File: src/rtl/bma_ram.sv
module bma_ram #(
    parameter int unsigned WIDTH = 8,
    parameter int unsigned DEPTH = 16
) (
    input  logic                                   clk,
    input  logic                                   we,
    input  logic [((DEPTH > 1) ? $clog2(DEPTH) : 1)-1:0] waddr,
    input  logic [WIDTH-1:0]                       wdata,
    input  logic [((DEPTH > 1) ? $clog2(DEPTH) : 1)-1:0] raddr,
    output logic [WIDTH-1:0]                       rdata
);

    logic [WIDTH-1:0] mem [DEPTH];
    logic [WIDTH-1:0] rdata_reg;

    always_ff @(posedge clk)
    begin
        if (we)
        begin
            mem[waddr] <= wdata;
        end
        rdata_reg <= mem[raddr];
    end

    assign rdata = rdata_reg;

endmodule

File: config.mk
export PLATFORM = sky130hd
export DESIGN_NAME = bma_ram
export DESIGN_NICKNAME = d
export VERILOG_FILES = /design/src/rtl/bma_ram.sv
export SDC_FILE = /design/constraint.sdc
export NUM_CORES = 1
export LEC_CHECK = 0
export ABC_AREA = 1
export BUFFER_PORTS_ARGS = -buffer_cell sky130_fd_sc_hd__buf_2
export CORE_ASPECT_RATIO = 0.7
export CORE_MARGIN = 2
export CORE_UTILIZATION = 60
export CTS_BUF_LIST = sky130_fd_sc_hd__clkbuf_8
export DETAILED_ROUTE_END_ITERATION = 8
export PLACE_DENSITY = 0.78
export SKIP_CTS_REPAIR_TIMING = 1
export SLEW_MARGIN = 20
export SYNTH_ARGS = -nofsm -noshare
export SYNTH_HDL_FRONTEND = slang
export SYNTH_SLANG_ARGS = --single-unit
File: constraint.sdc
create_clock -name clk -period 1.2 [get_ports clk]
set_input_delay 0.06 -clock clk [delete_from_list [all_inputs] [get_ports clk]]
set_output_delay 0.06 -clock clk [all_outputs]
set_load 0.03 [all_outputs]
==> results.ini <==
[setup_path]
timing.rr.end=rdata[3]
slowest_delay_ns=0.38
crit_arrival_ns=1.05
crit-reg2reg-launch=mem[7][3]
timing.critical_path.fanout_max=1
critPathLaunch=rdata[1]
criticalPathCategory=flip-flop to primary output
cp-end-kind=primary output
worst_path_dominant_cell_family=flip-flops
cp_num_buf_inv=1
crit_path_start_kind=flip-flop
r2r_setup_slack_ns=0.22
crit_path_required_time_ns=1.14
worstPathCellList=buf_2
reg2reg_depth=6
master_of_the_slowest_instance_on_the_critical_path=dfxtp_1

[cts]
max-clock-path-buffers=2
insertion_delay_ns=0.45
cts_num_sinks=136
cts_tree=built
ctsRootBufferMaster=clkbuf_8
cts_htree_levels=4
cts_inserted_buffers=17
worst_setup_hold_path_clk_slew_ns=0.07

[synth]
postSynthNetCount=569
synth_edf_count=128
post_synth_main_area_contributors=edfxtp_1, nand2_1, nand3_1, inv_1, dfxtp_1
postSynth.asyncResetShare=0
synthMostInstantiatedCell=nand2_1
synthesis.yosys.warnings=0
yosysTopAreaCellShare=0.667
synth-seq-cells=136
post_synth_instance_area_mm2=0.00577
yosys.cell_types.count=12
yosys.area.top_type=edfxtp_1
postSynth.topFlopCell=edfxtp_1
syn-mean-instance-area_um2=10.5
netlist_instances=551
post_synth_most_frequent_cells=nand2_1, edfxtp_1, inv_1, nand3_1, nor2_1
portion_of_the_post_synthesis_area_used_by_sequential_elements=0.694

[flow_run]
maxCapViolCount=0

[sta]
worstMarginPinSlew_ns=0.371
finClkSkew_ns=0.0103
clock.fmax_mhz=901
slew_headroom=0.753
grt_setup_unrepaired=no
setup_total_negative_slack_ns=0
endpoints_failing_hold=0
minimum_clock_period_after_layout_ns=1.11
slew_viol_final=0
report.final.setup_viol=0
post-route-period-util=0.925
final_critical_path_setup_slack_ns=0.0900

[grt]
grt-ovfl-total=0
gr_busiest_metal=met2
grt_use_met2=0.381
pin_count_of_the_biggest_net_entering_global_routing=65
antenna_violations_before_repair=0
grt_pass1_wl_um=19400
grt_util_met1=0.370
grt_pass1_vias=3745
track_usage=0.258
gr-usage-met3=0.0658

[detailed_routing]
viasPerCell=5.36
drtIter0Drc=462
average_wire_per_standard_cell_um=16.8
dr.pass1.iters=5
vias=3931
totalWireLength_um=12400
drc=0
detail-route-antenna-nets=0

[die]
core_area_mm2=0.00922
die_width_um=121
placementRows=29
design.die.area_mm2=0.0104
top_level_ports=26
initial_core_util=0.626
floorplan.die.height_um=86.0

[place]
placed_instances=701
io_buffers=25
gp_routability_congestion=0.821
pre_cts_ws_ns=0.124
dpl.hpwl_um=7950

[status]
outcome=finished, final reports clean

[finish]
insertedDiodeCount=0
finish.cell_count_without_fillers=734
syn_to_final_growth_pct=12.6
layout-drive-gt1-share=0.125
finish.net_count=616
number_of_flip_flops_in_the_largest_register=128
nFillCells=630

[power_and_ir_drop]
peakVddDrop_mv=0.909
leakage_nw=2.88
pwr_density_cell_mw_per_mm2=1450

[min_path]
type_of_the_worst_min_delay_path=primary input to flip-flop
hold_start=wdata[2]
hold_path_end=mem[4][2]
hold_path_depth=1

[placed cells by master (no fill, tap or decap), drive strengths merged]
cell type,netlist,routed
nand2,173,173
edfxtp,128,128
inv,102,108
nand3,97,97
buf,24,50
clkbuf,0,21
nor2,17,17
dfxtp,8,8
clkinv,0,3
nand3b,2,2
dlygate4sd3,0,2
bufinv,0,1
[cell families (layout without fill, tap and decap cells)]
family | after synthesis | in the layout | synth area share
flip-flops | 136 | 136 | 0.694
AND/OR/NAND/NOR | 289 | 289 | 0.210
buffers and inverters | 126 | 185 | 0.0952
[how the worst max path moves through the flow]
stage / end / slack [ns] / cells after the start
final: rdata[1] / 0.09 / 1
after global routing: rdata[1] / 0.07 / 1
after CTS: rdata[1] / 0.07 / 1
after detailed placement: rdata[7] / 0.12 / 8
after global placement: rdata[7] / 0.14 / 7
after floorplan: mem[10][0] / 0.19 / 2
[cell type report]
class                   count  area, um^2  area share
flip-flops and latches    136        4000       0.617
multi-input cells         289        1210       0.187
repair buffers             52         383      0.0590
inverters                 102         383      0.0590
clock buffers              21         289      0.0445
well taps                 124         155      0.0239
clock inverters            10        66.3      0.0102
[metal layers]
layer,up-vias,routed length (um)
li1,1862,-
met1,1869,5500
met2,180,5550
met3,20,1060
met4,0,238
met5,-,0
[stage by stage]
stage,hold WS [ns],power (mW),util,cell area (um^2)
floorplan,0.159,5.87,-,5770
global placement,0.433,6.12,0.664,6120
detailed placement,0.436,6.15,0.664,6120
CTS,-0.0403,9.46,0.702,6470
global route,0.00728,9.70,0.705,6490
finish,0.0100,9.44,0.705,6490
[worst reg2reg max path: stages, from the launching register on]
cell	delay [ns]
edfxtp_1	0.36
inv_1	0.08
nand2_1	0.08
nand3_1	0.10
nand3_1	0.11
nand3_1	0.10
nand2_1	0.05
[power by group]
group	switching (mW)	internal, mW
clock network	1.60	1.79
registers	0.0356	5.31
logic	0.497	0.216
total	2.13	7.31
(Power assumes the default switching activity.)
