<file path="config.mk">
export PLATFORM = sky130hd
export DESIGN_NAME = bma_mac
export DESIGN_NICKNAME = d
export VERILOG_FILES = /design/src/rtl/bma_pkg.sv /design/src/rtl/bma_mac.sv
export SDC_FILE = /design/constraint.sdc
export NUM_CORES = 2
export LEC_CHECK = 0
export BUFFER_PORTS_ARGS = -buffer_cell sky130_fd_sc_hd__buf_2
export CAP_MARGIN = 20
export CORE_UTILIZATION = 35
export CTS_CLUSTER_SIZE = 12
export DETAILED_ROUTE_END_ITERATION = 8
export HOLD_SLACK_MARGIN = 0.15
export REMOVE_ABC_BUFFERS = 1
export SYNTH_ARGS = -nofsm -noshare
export SYNTH_HDL_FRONTEND = slang
export SYNTH_SLANG_ARGS = --single-unit
</file>
<file path="constraint.sdc">
create_clock -name clk -period 8.99 [get_ports clk]
set_clock_uncertainty 0.2 [all_clocks]
set_input_delay 1.3485 -clock clk [delete_from_list [all_inputs] [get_ports clk]]
set_output_delay 1.3485 -clock clk [all_outputs]
set_load 0.01 [all_outputs]
</file>
<file path="src/rtl/bma_pkg.sv">
package bma_pkg;

    // Default sizes, handed to the top level as parameter defaults.
    localparam int unsigned TRACK_SLOTS_DEF   = 64;
    localparam int unsigned HISTORY_DEPTH_DEF = 16;

    // Configuration port address width (five word registers).
    localparam int unsigned APB_AW = 5;

    // Q1.16 weight of one.
    localparam logic [16:0] FULL_WEIGHT = 17'd65536;

    // Shared multiply-accumulate unit widths.
    localparam int unsigned MAC_AW = 37;
    localparam int unsigned MAC_BW = 18;
    localparam int unsigned MAC_PW = MAC_AW + MAC_BW;
    localparam int unsigned ACC_W  = 72;

    // Accumulator operations.
    localparam logic [1:0] ACC_HOLD = 2'd0;
    localparam logic [1:0] ACC_LOAD = 2'd1;
    localparam logic [1:0] ACC_ADD  = 2'd2;
    localparam logic [1:0] ACC_SUB  = 2'd3;

    // Shift applied to the product before it enters the accumulator.
    localparam logic [1:0] SH_0  = 2'd0;
    localparam logic [1:0] SH_8  = 2'd1;
    localparam logic [1:0] SH_16 = 2'd2;
    localparam logic [1:0] SH_17 = 2'd3;

    typedef struct packed {
        logic signed [MAC_AW-1:0] a;
        logic signed [MAC_BW-1:0] b;
        logic [1:0]               acc_op;
        logic [1:0]               sh;
    } mac_op_t;

    typedef struct packed {
        logic        enable;
        logic [16:0] reduced_weight;
        logic [15:0] jump_threshold;
        logic [15:0] shrink_ratio;
        logic [4:0]  history_length;
    } cfg_t;

    // One history entry: doubled center and signed size.
    typedef struct packed {
        logic [16:0]        cx2;
        logic [16:0]        cy2;
        logic signed [16:0] w;
        logic signed [16:0] h;
    } hist_entry_t;

endpackage

</file>
<file path="src/rtl/bma_mac.sv">
module bma_mac (
    input  logic                                 clk,
    input  bma_pkg::mac_op_t                     op,
    output logic signed [bma_pkg::MAC_PW-1:0]    p,
    output logic signed [bma_pkg::ACC_W-1:0]     acc
);

    logic signed [bma_pkg::MAC_PW-1:0] p_reg;
    logic signed [bma_pkg::MAC_PW-1:0] p_next;
    logic signed [bma_pkg::ACC_W-1:0]  acc_reg;
    logic signed [bma_pkg::ACC_W-1:0]  acc_next;
    logic signed [bma_pkg::ACC_W-1:0]  p_ext;
    logic signed [bma_pkg::ACC_W-1:0]  p_sh;

    // The product is registered; the accumulator consumes the registered product.
    assign p_next = op.a * op.b;
    assign p_ext  = bma_pkg::ACC_W'(p_reg);

    always_comb
    begin
        unique case (op.sh)
            bma_pkg::SH_0:  p_sh = p_ext;
            bma_pkg::SH_8:  p_sh = p_ext <<< 8;
            bma_pkg::SH_16: p_sh = p_ext <<< 16;
            bma_pkg::SH_17: p_sh = p_ext <<< 17;
            default:        p_sh = p_ext;
        endcase
    end

    always_comb
    begin
        unique case (op.acc_op)
            bma_pkg::ACC_HOLD: acc_next = acc_reg;
            bma_pkg::ACC_LOAD: acc_next = p_sh;
            bma_pkg::ACC_ADD:  acc_next = acc_reg + p_sh;
            bma_pkg::ACC_SUB:  acc_next = acc_reg - p_sh;
            default:           acc_next = acc_reg;
        endcase
    end

    always_ff @(posedge clk)
    begin
        p_reg   <= p_next;
        acc_reg <= acc_next;
    end

    assign p   = p_reg;
    assign acc = acc_reg;

endmodule

</file>
==> results.yml <==
die:
  start_util_pct: 35.5
  core_sq_um: 95400
  row_count: 113
  die_area_sq_um: 97900
  io_pins: 187
  die_w_um: 313
  die_h_um: 313
synth:
  post-synth-top-count-cell: "inv_1"
  synth_common_cells: "inv_1 (751), fa_1 (634), nand2_1 (580), a21oi_1 (209), ha_1 (203)"
  syn_inst: 3900
  ys_seq_area_share_pct: 9.64
  synth-simple-area-share_pct: 15.6
  synth_top_area_share_pct: 37.5
  synth_area_leader_cell: "fa_1"
  synth_top_family_by_area: "adder cells"
  synth-compound-area-share_pct: 10.1
  synth-xor-area-share_pct: 4.91
  yosys_warnings: 0
  muxShareOfSynthArea_pct: 3.73
  ys_types: 75
  ys_ff_latch: 127
  synth_fa_ha_area_share_pct: 45.0
  synth.avg_cell_area_sq_um: 8.67
  synthArstFlopShare_pct: 0
  syn_area_sq_um: 33800
  synth_edf_count: 72
  synth_area_leaders: "fa_1 (38%), inv_1 (8.3%), ha_1 (7.5%)"
  ys.flop_type: "edfxtp_1"
cts:
  clkTransAtPathRegs_ps: 50
  htreeDepth: 4
  cts_buffer_depth: 3
  cts_buffers: 25
  post-cts-setup-buffers: 0
  clock_latency_ps: 520
  clock_sinks: 127
  cts_resized: 0
  cts_tree: "done"
  clockRootBuffer: "clkbuf_16"
  postCtsHoldBufs: 0
drt:
  routed_wl_um: 99700
  via_per_inst: 5.11
  remaining_drc_errors: 0
  drtIter0Drc: 1626
  route.vias.total: 26600
  dr.pass1.iters: 8
  wl_per_cell_um: 19.2
  ant_nets: 0
final_layout:
  final_util_pct: 38.2
  nNetsFinal: 4824
  layout-drive-gt1-share_pct: 8.16
  largest_reg_flops: 72
  syn_to_final_growth_pct: 7.64
setup_path:
  cpMostUsedCell: "fa_1"
  cp-startpoint: "op[5]"
  crit_fanout: 37
  crit_path_max_incr_delay_ps: 710
  worstSetupPathType: "input port to register"
  end_kind: "register"
  worst_path_max_delay_cell: "buf_2"
  cp.arrival_ps: 8210
  crit_chain: "buf_2 > nand2_1 > fa_1 > inv_1 > fa_1 > inv_1 > fa_1 > fa_1 > inv_1 > fa_1 > fa_1 > ha_1 > a21oi_1 > o21ai_0 > a2111oi_0 > o21bai_1 > a31o_2 > nor2_1 > o21ai_0 > a211oi_1 > buf_4 > o21ba_2 > o21ai_0 > xor2_1"
  r2r_slack_ps: 2350
  cp.required_ps: 9170
  r2r-start: "p[5]$_DFF_P_"
  startpoint_type: "input port"
  r2r_cells: 20
  rr_endpoint: "acc[71]$_DFFE_PP_"
placement:
  hpwlAfterDp_um: 80300
  port_buffers: 186
  dp_worst_setup_slack_ps: 488
  gp_congestion: 0.931
timing:
  final-hold-violation-count: 0
  fin_ws_ps: 960
  period_needed_ps: 8030
  finalMaxSlewViolations: 0
  slew_headroom_pct: 28.3
  tns_ps: 0
  fmax_ghz: 0.125
  worst_pin_slew_ps: 1080
  rsz0062_at_grt: "false"
  period_share_pct: 89.3
  setup_viol: 0
  hold_ws_ps: 572
flow_run:
  maxCapViolCount: 0
worst_hold_path:
  hold_depth: 1
  worstHoldStart: "p[54]$_DFF_P_"
  holdPathEnd: "acc[71]$_DFFE_PP_"
  holdCritPathClass: "register to register"
global_routing:
  grt_start_max_net_pins: 73
  grt_pass1_wl_um: 159000
  antenna_found_initial: 8
  overflow: 0
  first_global_vias: 28100
  grt.total_usage_pct: 20.7
status:
  status: "complete, no violations"
==> critical path: cells and delay by family <==
| family | cells | cell delay (ps) |
|---|---|---|
| compound gates | 9 | 1990 |
| simple gates | 2 | 330 |
| buf+inv | 5 | 1060 |
| xor+xnor | 1 | 150 |
| fa+ha+maj | 7 | 3300 |
==> cells in the final DEF, fill, tap and decap left out, types with 27 or more instances in the layout <==
cell,instances
nor3_1,41
a21oi_1,209
nand2_1,580
a31oi_1,27
nand4_1,33
edfxtp_1,72
xor2_1,71
buf_2,184
a21o_1,65
xnor2_1,117
o21ai_0,118
ha_1,203
mux4_2,39
and2_1,189
inv_1,751
fa_1,634
o21bai_1,29
nand3_1,27
nor2_1,180
dfxtp_1,55
buf_4,35
==> final cells by class <==
type / instances / area [sq um]
multi-input combinational: 2802 / 26900
sequential: 127 / 3260
fill: 9737 / 59000
inverter: 752 / 2820
tap: 1265 / 1580
clock inverter: 1 / 5.00
timing repair buffer: 219 / 1180
clock buffer: 32 / 703
antenna: 1 / 2.50
==> worst max-delay path by stage <==
| stage | end | slack (ps) | cells past startpoint |
|---|---|---|---|
| 6_report | p[53]$_DFF_P_ | 960 | 24 |
| 2_1_floorplan | p[53]$_DFF_P_ | 1410 | 20 |
| 5_1_grt | p[50]$_DFF_P_ | 530 | 25 |
| 4_1_cts | p[50]$_DFF_P_ | 1020 | 24 |
| 3_5_place_dp | p[53]$_DFF_P_ | 490 | 24 |
| 3_3_place_gp | p[53]$_DFF_P_ | 500 | 24 |
==> cell families after synthesis <==
kind of cell | count (synthesis)
XOR/XNOR | 189
flip-flops | 127
AO/OA/AOI/OAI | 558
multiplexers | 69
buffers and inverters | 971
adder cells (fa/ha/maj) | 837
AND/OR/NAND/NOR | 1149
==> through the flow <==
| step | cells | cell area [sq um] |
|---|---|---|
| floorplan | 3681 | 32900 |
| global placement | 5165 | 35700 |
| detailed placement | 5165 | 35700 |
| CTS | 5198 | 36400 |
| global route | 5199 | 36400 |
| finish | 5199 | 36400 |
==> per-layer routing <==
layer | vias up | routed length [um] | global-route usage [%]
met5 | - | 69 | 0
met4 | 10 | 3030 | 7.03
met3 | 167 | 6640 | 2.61
met2 | 956 | 46000 | 33.7
met1 | 13200 | 44000 | 28.3
li1 | 12200 | - | -
Power is left out: the tool's default activity adds up to more than one toggle a clock period on the data nets, which glitch-free logic cannot reach.
