$ cat src/rtl/bma_pkg.sv
package bma_pkg;

    // Default sizes, handed to the top level as parameter defaults.
    localparam int unsigned TRACK_SLOTS_DEF   = 64;
    localparam int unsigned HISTORY_DEPTH_DEF = 16;

    // Configuration port address width (five word registers).
    localparam int unsigned APB_AW = 5;

    // Q1.16 weight of one.
    localparam logic [16:0] FULL_WEIGHT = 17'd65536;

    // Shared multiply-accumulate unit widths.
    localparam int unsigned MAC_AW = 37;
    localparam int unsigned MAC_BW = 18;
    localparam int unsigned MAC_PW = MAC_AW + MAC_BW;
    localparam int unsigned ACC_W  = 72;

    // Accumulator operations.
    localparam logic [1:0] ACC_HOLD = 2'd0;
    localparam logic [1:0] ACC_LOAD = 2'd1;
    localparam logic [1:0] ACC_ADD  = 2'd2;
    localparam logic [1:0] ACC_SUB  = 2'd3;

    // Shift applied to the product before it enters the accumulator.
    localparam logic [1:0] SH_0  = 2'd0;
    localparam logic [1:0] SH_8  = 2'd1;
    localparam logic [1:0] SH_16 = 2'd2;
    localparam logic [1:0] SH_17 = 2'd3;

    typedef struct packed {
        logic signed [MAC_AW-1:0] a;
        logic signed [MAC_BW-1:0] b;
        logic [1:0]               acc_op;
        logic [1:0]               sh;
    } mac_op_t;

    typedef struct packed {
        logic        enable;
        logic [16:0] reduced_weight;
        logic [15:0] jump_threshold;
        logic [15:0] shrink_ratio;
        logic [4:0]  history_length;
    } cfg_t;

    // One history entry: doubled center and signed size.
    typedef struct packed {
        logic [16:0]        cx2;
        logic [16:0]        cy2;
        logic signed [16:0] w;
        logic signed [16:0] h;
    } hist_entry_t;

endpackage

$ cat src/rtl/bma_regs.sv
module bma_regs (
    input  logic                        clk,
    input  logic                        rst_n,
    input  logic                        psel,
    input  logic                        penable,
    input  logic                        pwrite,
    input  logic [bma_pkg::APB_AW-1:0]  paddr,
    input  logic [31:0]                 pwdata,
    output logic [31:0]                 prdata,
    output logic                        pready,
    output bma_pkg::cfg_t               cfg
);

    localparam logic [2:0] REG_ENABLE    = 3'd0;
    localparam logic [2:0] REG_REDUCED   = 3'd1;
    localparam logic [2:0] REG_THRESHOLD = 3'd2;
    localparam logic [2:0] REG_SHRINK    = 3'd3;
    localparam logic [2:0] REG_LENGTH    = 3'd4;

    bma_pkg::cfg_t cfg_reg;
    logic [2:0]    index;
    logic          wr;

    assign index  = paddr[4:2];
    assign wr     = psel && penable && pwrite;
    assign pready = 1'b1;

    always_ff @(posedge clk or negedge rst_n)
    begin
        if (!rst_n)
        begin
            cfg_reg.enable         <= 1'b0;
            cfg_reg.reduced_weight <= 17'd32768;
            cfg_reg.jump_threshold <= 16'd512;
            cfg_reg.shrink_ratio   <= 16'd256;
            cfg_reg.history_length <= 5'd8;
        end
        else if (wr)
        begin
            unique case (index)
                REG_ENABLE:    cfg_reg.enable         <= pwdata[0];
                REG_REDUCED:   cfg_reg.reduced_weight <= pwdata[16:0];
                REG_THRESHOLD: cfg_reg.jump_threshold <= pwdata[15:0];
                REG_SHRINK:    cfg_reg.shrink_ratio   <= pwdata[15:0];
                REG_LENGTH:    cfg_reg.history_length <= pwdata[4:0];
                default:       cfg_reg                <= cfg_reg;
            endcase
        end
    end

    always_comb
    begin
        unique case (index)
            REG_ENABLE:    prdata = {31'd0, cfg_reg.enable};
            REG_REDUCED:   prdata = {15'd0, cfg_reg.reduced_weight};
            REG_THRESHOLD: prdata = {16'd0, cfg_reg.jump_threshold};
            REG_SHRINK:    prdata = {16'd0, cfg_reg.shrink_ratio};
            REG_LENGTH:    prdata = {27'd0, cfg_reg.history_length};
            default:       prdata = 32'd0;
        endcase
    end

    assign cfg = cfg_reg;

endmodule

$ cat config.mk
export PLATFORM = sky130hd
export DESIGN_NAME = bma_regs
export DESIGN_NICKNAME = d
export VERILOG_FILES = /design/src/rtl/bma_pkg.sv /design/src/rtl/bma_regs.sv
export SDC_FILE = /design/constraint.sdc
export NUM_CORES = 1
export LEC_CHECK = 0
export ABC_AREA = 1
export BUFFER_PORTS_ARGS = -buffer_cell sky130_fd_sc_hd__clkbuf_2
export CAP_MARGIN = 0
export CORE_AREA = 2 2 85 87
export CTS_CLUSTER_SIZE = 16
export DETAILED_ROUTE_END_ITERATION = 8
export DIE_AREA = 0 0 87 89
export PLACE_DENSITY = 0.73
export SETUP_SLACK_MARGIN = 0.1
export SYNTH_ARGS = -nofsm -noshare
export SYNTH_HDL_FRONTEND = slang
export SYNTH_SLANG_ARGS = --single-unit
$ cat constraint.sdc
create_clock -name clk -period 0.9 [get_ports clk]
set_input_delay 0.09 -clock clk [delete_from_list [all_inputs] [get_ports clk]]
set_output_delay 0.09 -clock clk [all_outputs]
set_load 0.03 [all_outputs]
==> flow_metrics.env <==
export IMPL_status="finished, violations left"
export IMPL_failed_checks="negative setup slack"
export IMPL_crit_path_start="cfg[3]"
export IMPL_place_ws_ns=-0.338
export IMPL_leakagePower_nw=2.89
export IMPL_grt_pass1_wl_microns=17200
export IMPL_critPathLaunchType="flop"
export IMPL_cts_tree="done"
export IMPL_rsz0062_at_grt="yes"
export IMPL_port_buffers=96
export IMPL_grt_util_all_layers_pct=28.9
export IMPL_hp_class="primary input to flop"
export IMPL_diodes=0
export IMPL_cp_data_required_time_ns=0.81
export IMPL_cts_buffers=5
export IMPL_boundaryPins=130
export IMPL_syn2layout_area_growth_pct=99.2
export IMPL_synth_area_sq_um=2810
export IMPL_multi_input_area_sq_um=1640
export IMPL_ys_warn_count=0
export IMPL_largest_reg_flops=55
export IMPL_die_w_microns=87
export IMPL_synth_top_area_share_pct=45.4
export IMPL_p_comb_share_pct=52.5
export IMPL_clock_sinks=55
export IMPL_cp_max_fo=2
export IMPL_syn_inst=349
export IMPL_hold_violations=0
export IMPL_vdd_ir_drop_max_v=0.00122
export IMPL_cts_path_max_buffers=2
export IMPL_whs_path_depth=3
export IMPL_wl_per_cell_microns=20.6
export IMPL_place_hpwl_microns=6520
export IMPL_rows=30
export IMPL_num_vias=3534
export IMPL_fill_cells=319
export IMPL_drtAntennaViolNets=0
export IMPL_grt_ovfl_total=0
export IMPL_setup_slack_ns=-0.401
export IMPL_end_kind="output pin"
export IMPL_worstSetupPathType="flop to output pin"
export IMPL_r2r_cells=5
export IMPL_internal_power_mw=6.30
export IMPL_cts_root_buffer="clkbuf_8"
export IMPL_p_clk_share_pct=13.7
export IMPL_seq_area_sq_um=1400
export IMPL_viasPerCell=5.73
export IMPL_drc_errors=0
export IMPL_fin_cells=617
export IMPL_grt_max_degree=29
export IMPL_timing_setup_tns_ns=-15.00
export IMPL_slew_violations=0
export IMPL_pwr_share_seq_pct=33.8
export IMPL_synth_cell_types=22
export IMPL_clock_fmax_ghz=0.768
export IMPL_synth_seq_cells=55
export IMPL_arrival_ns=1.21
export IMPL_period_share_pct=145
export IMPL_max_cap_violations=0
export IMPL_fp_dieArea_sq_um=7740
export IMPL_hold_path_startpoint="pwdata[6]"
export IMPL_power_per_cell_area_nw_per_um2=1860
export IMPL_cts_htree_levels=2
export IMPL_wl_microns=12700
export IMPL_clk_pin_slew_ns=0.10
export IMPL_die_h_microns=89
export IMPL_final_util_pct=83.4
export IMPL_synth_area_top_cells="dfrtp_1, nand2_1, nand3_1"
export IMPL_nets=578
export IMPL_finalPower_mw=10.4
export IMPL_syn_area_per_cell_sq_um=8.06
export IMPL_firstDrtPassIters=5
export IMPL_yosysTopAreaCell="dfrtp_1"
export IMPL_place_congestion=0.878
export IMPL_finalClockSkew_ns=0
export IMPL_p_switching_mw=4.14
export IMPL_yosysSeqAreaShare_pct=49.1
export IMPL_drt_iter0_markers=315
export IMPL_grt_pass1_vias=3414
export IMPL_clkLatencyLatePin_ns=0.31
export IMPL_layout_drive_gt1_share_pct=58.8
export IMPL_start_util_pct=41.8
export IMPL_core_area_sq_um=6720
export IMPL_dp_cells=568
export IMPL_reg2reg_from="cfg[25]"
export IMPL_swShare_pct=39.7
export IMPL_setup_violations_final=80
export IMPL_fin_crit_ns=1.30
export IMPL_antenna_found_initial=0
==> cells in the final DEF, fill, tap and decap left out, drive strengths merged <==
master | netlist | final
nand4 | 9 | 9
clkbuf | 3 | 33
clkinv | 0 | 1
nor2 | 9 | 10
conb | 2 | 16
o21ai | 40 | 40
clkinvlp | 0 | 1
dlygate4sd3 | 0 | 4
inv | 9 | 11
dfstp | 4 | 4
nand3 | 41 | 41
dfrtp | 51 | 51
buf | 30 | 165
nand2 | 151 | 151
==> critical path, stage by stage, from the launching register on <==
cell	delay, ns
dfstp_2	0.56
nand3_2	0.05
nand4_1	0.11
clkbuf_8	0.18
==> cell families (layout without fill, tap and decap cells) <==
family / count (synthesis) / after routing / synth area share (%)
AO/OA/AOI/OAI: 40 / 40 / 7.12
other: 2 / 16 / 0.267
buffers and inverters: 42 / 215 / 9.61
AND/OR/NAND/NOR: 210 / 211 / 33.9
flip-flops: 55 / 55 / 49.1
==> routing by layer <==
layer | up-vias | track usage (%) | share of wire, %
met5 | - | 0 | 0
met4 | 0 | 11.5 | 5.4
met3 | 80 | 4.99 | 8.2
met2 | 260 | 51.6 | 52
met1 | 1708 | 34.7 | 35
li1 | 1486 | - | -
==> synth_stat cells <==
master	count
nand4_1	9
buf_4	23
conb_1	2
nor2_2	1
inv_4	2
nand3_1	39
inv_1	4
inv_2	3
dfstp_2	4
o21ai_1	22
buf_2	5
nand2_1	149
nand2_4	2
nor2_4	3
buf_6	2
nor2_8	2
nand3_4	1
clkbuf_1	3
nor2_1	3
dfrtp_1	51
o21ai_0	18
nand3_2	1
==> power by group through the flow <==
| stage | sequential (mW) | clock [mW] | combinational [mW] |
|---|---|---|---|
| floorplan | 4.30 | 0 | 0.992 |
| detailed placement | 3.37 | 0 | 3.19 |
| global route | 3.56 | 1.51 | 5.70 |
| global placement | 3.36 | 0 | 3.13 |
| CTS | 3.41 | 1.37 | 4.62 |
| finish | 3.53 | 1.43 | 5.48 |
==> through the flow <==
step	cell area [sq um]	hold slack [ns]
2_1_floorplan	3180	-0.206
3_3_place_gp	3990	0.0653
3_5_place_dp	3990	0.0727
4_1_cts	5190	0.00615
5_1_grt	5600	0.0118
6_report	5600	0.0183
==> final timing paths <==
path / slack, ns / endpoint
min in group asynchronous: 0.31 / cfg[27]
setup / recovery: -0.40 / prdata[3]
setup reg to reg: -0.05 / cfg[25]
max in group asynchronous: 0.17 / cfg[13]
hold / removal: 0.02 / cfg[43]
hold reg to reg: 0.51 / cfg[30]
==> cell type report <==
type                       instances  share of cell area (%)
timing repair inverter             2                   0.268
clock buffer                       6                    1.30
sequential                        55                    25.0
timing repair buffer             196                    41.2
multi-input combinational        267                    29.3
inverter                           9                   0.961
clock inverter                     2                   0.223
tap                               80                    1.79
==> what timing repair did <==
item | CTS | global route
resized for setup | 234 | 141
pin swaps | 39 | 43
hold buffers | 4 | 0
setup buffers | 20 | 27
cloned | 3 | 0
hold endpoints to repair | 55 | 0
setup endpoints to repair | 123 | 113
(Power assumes the default switching activity.)
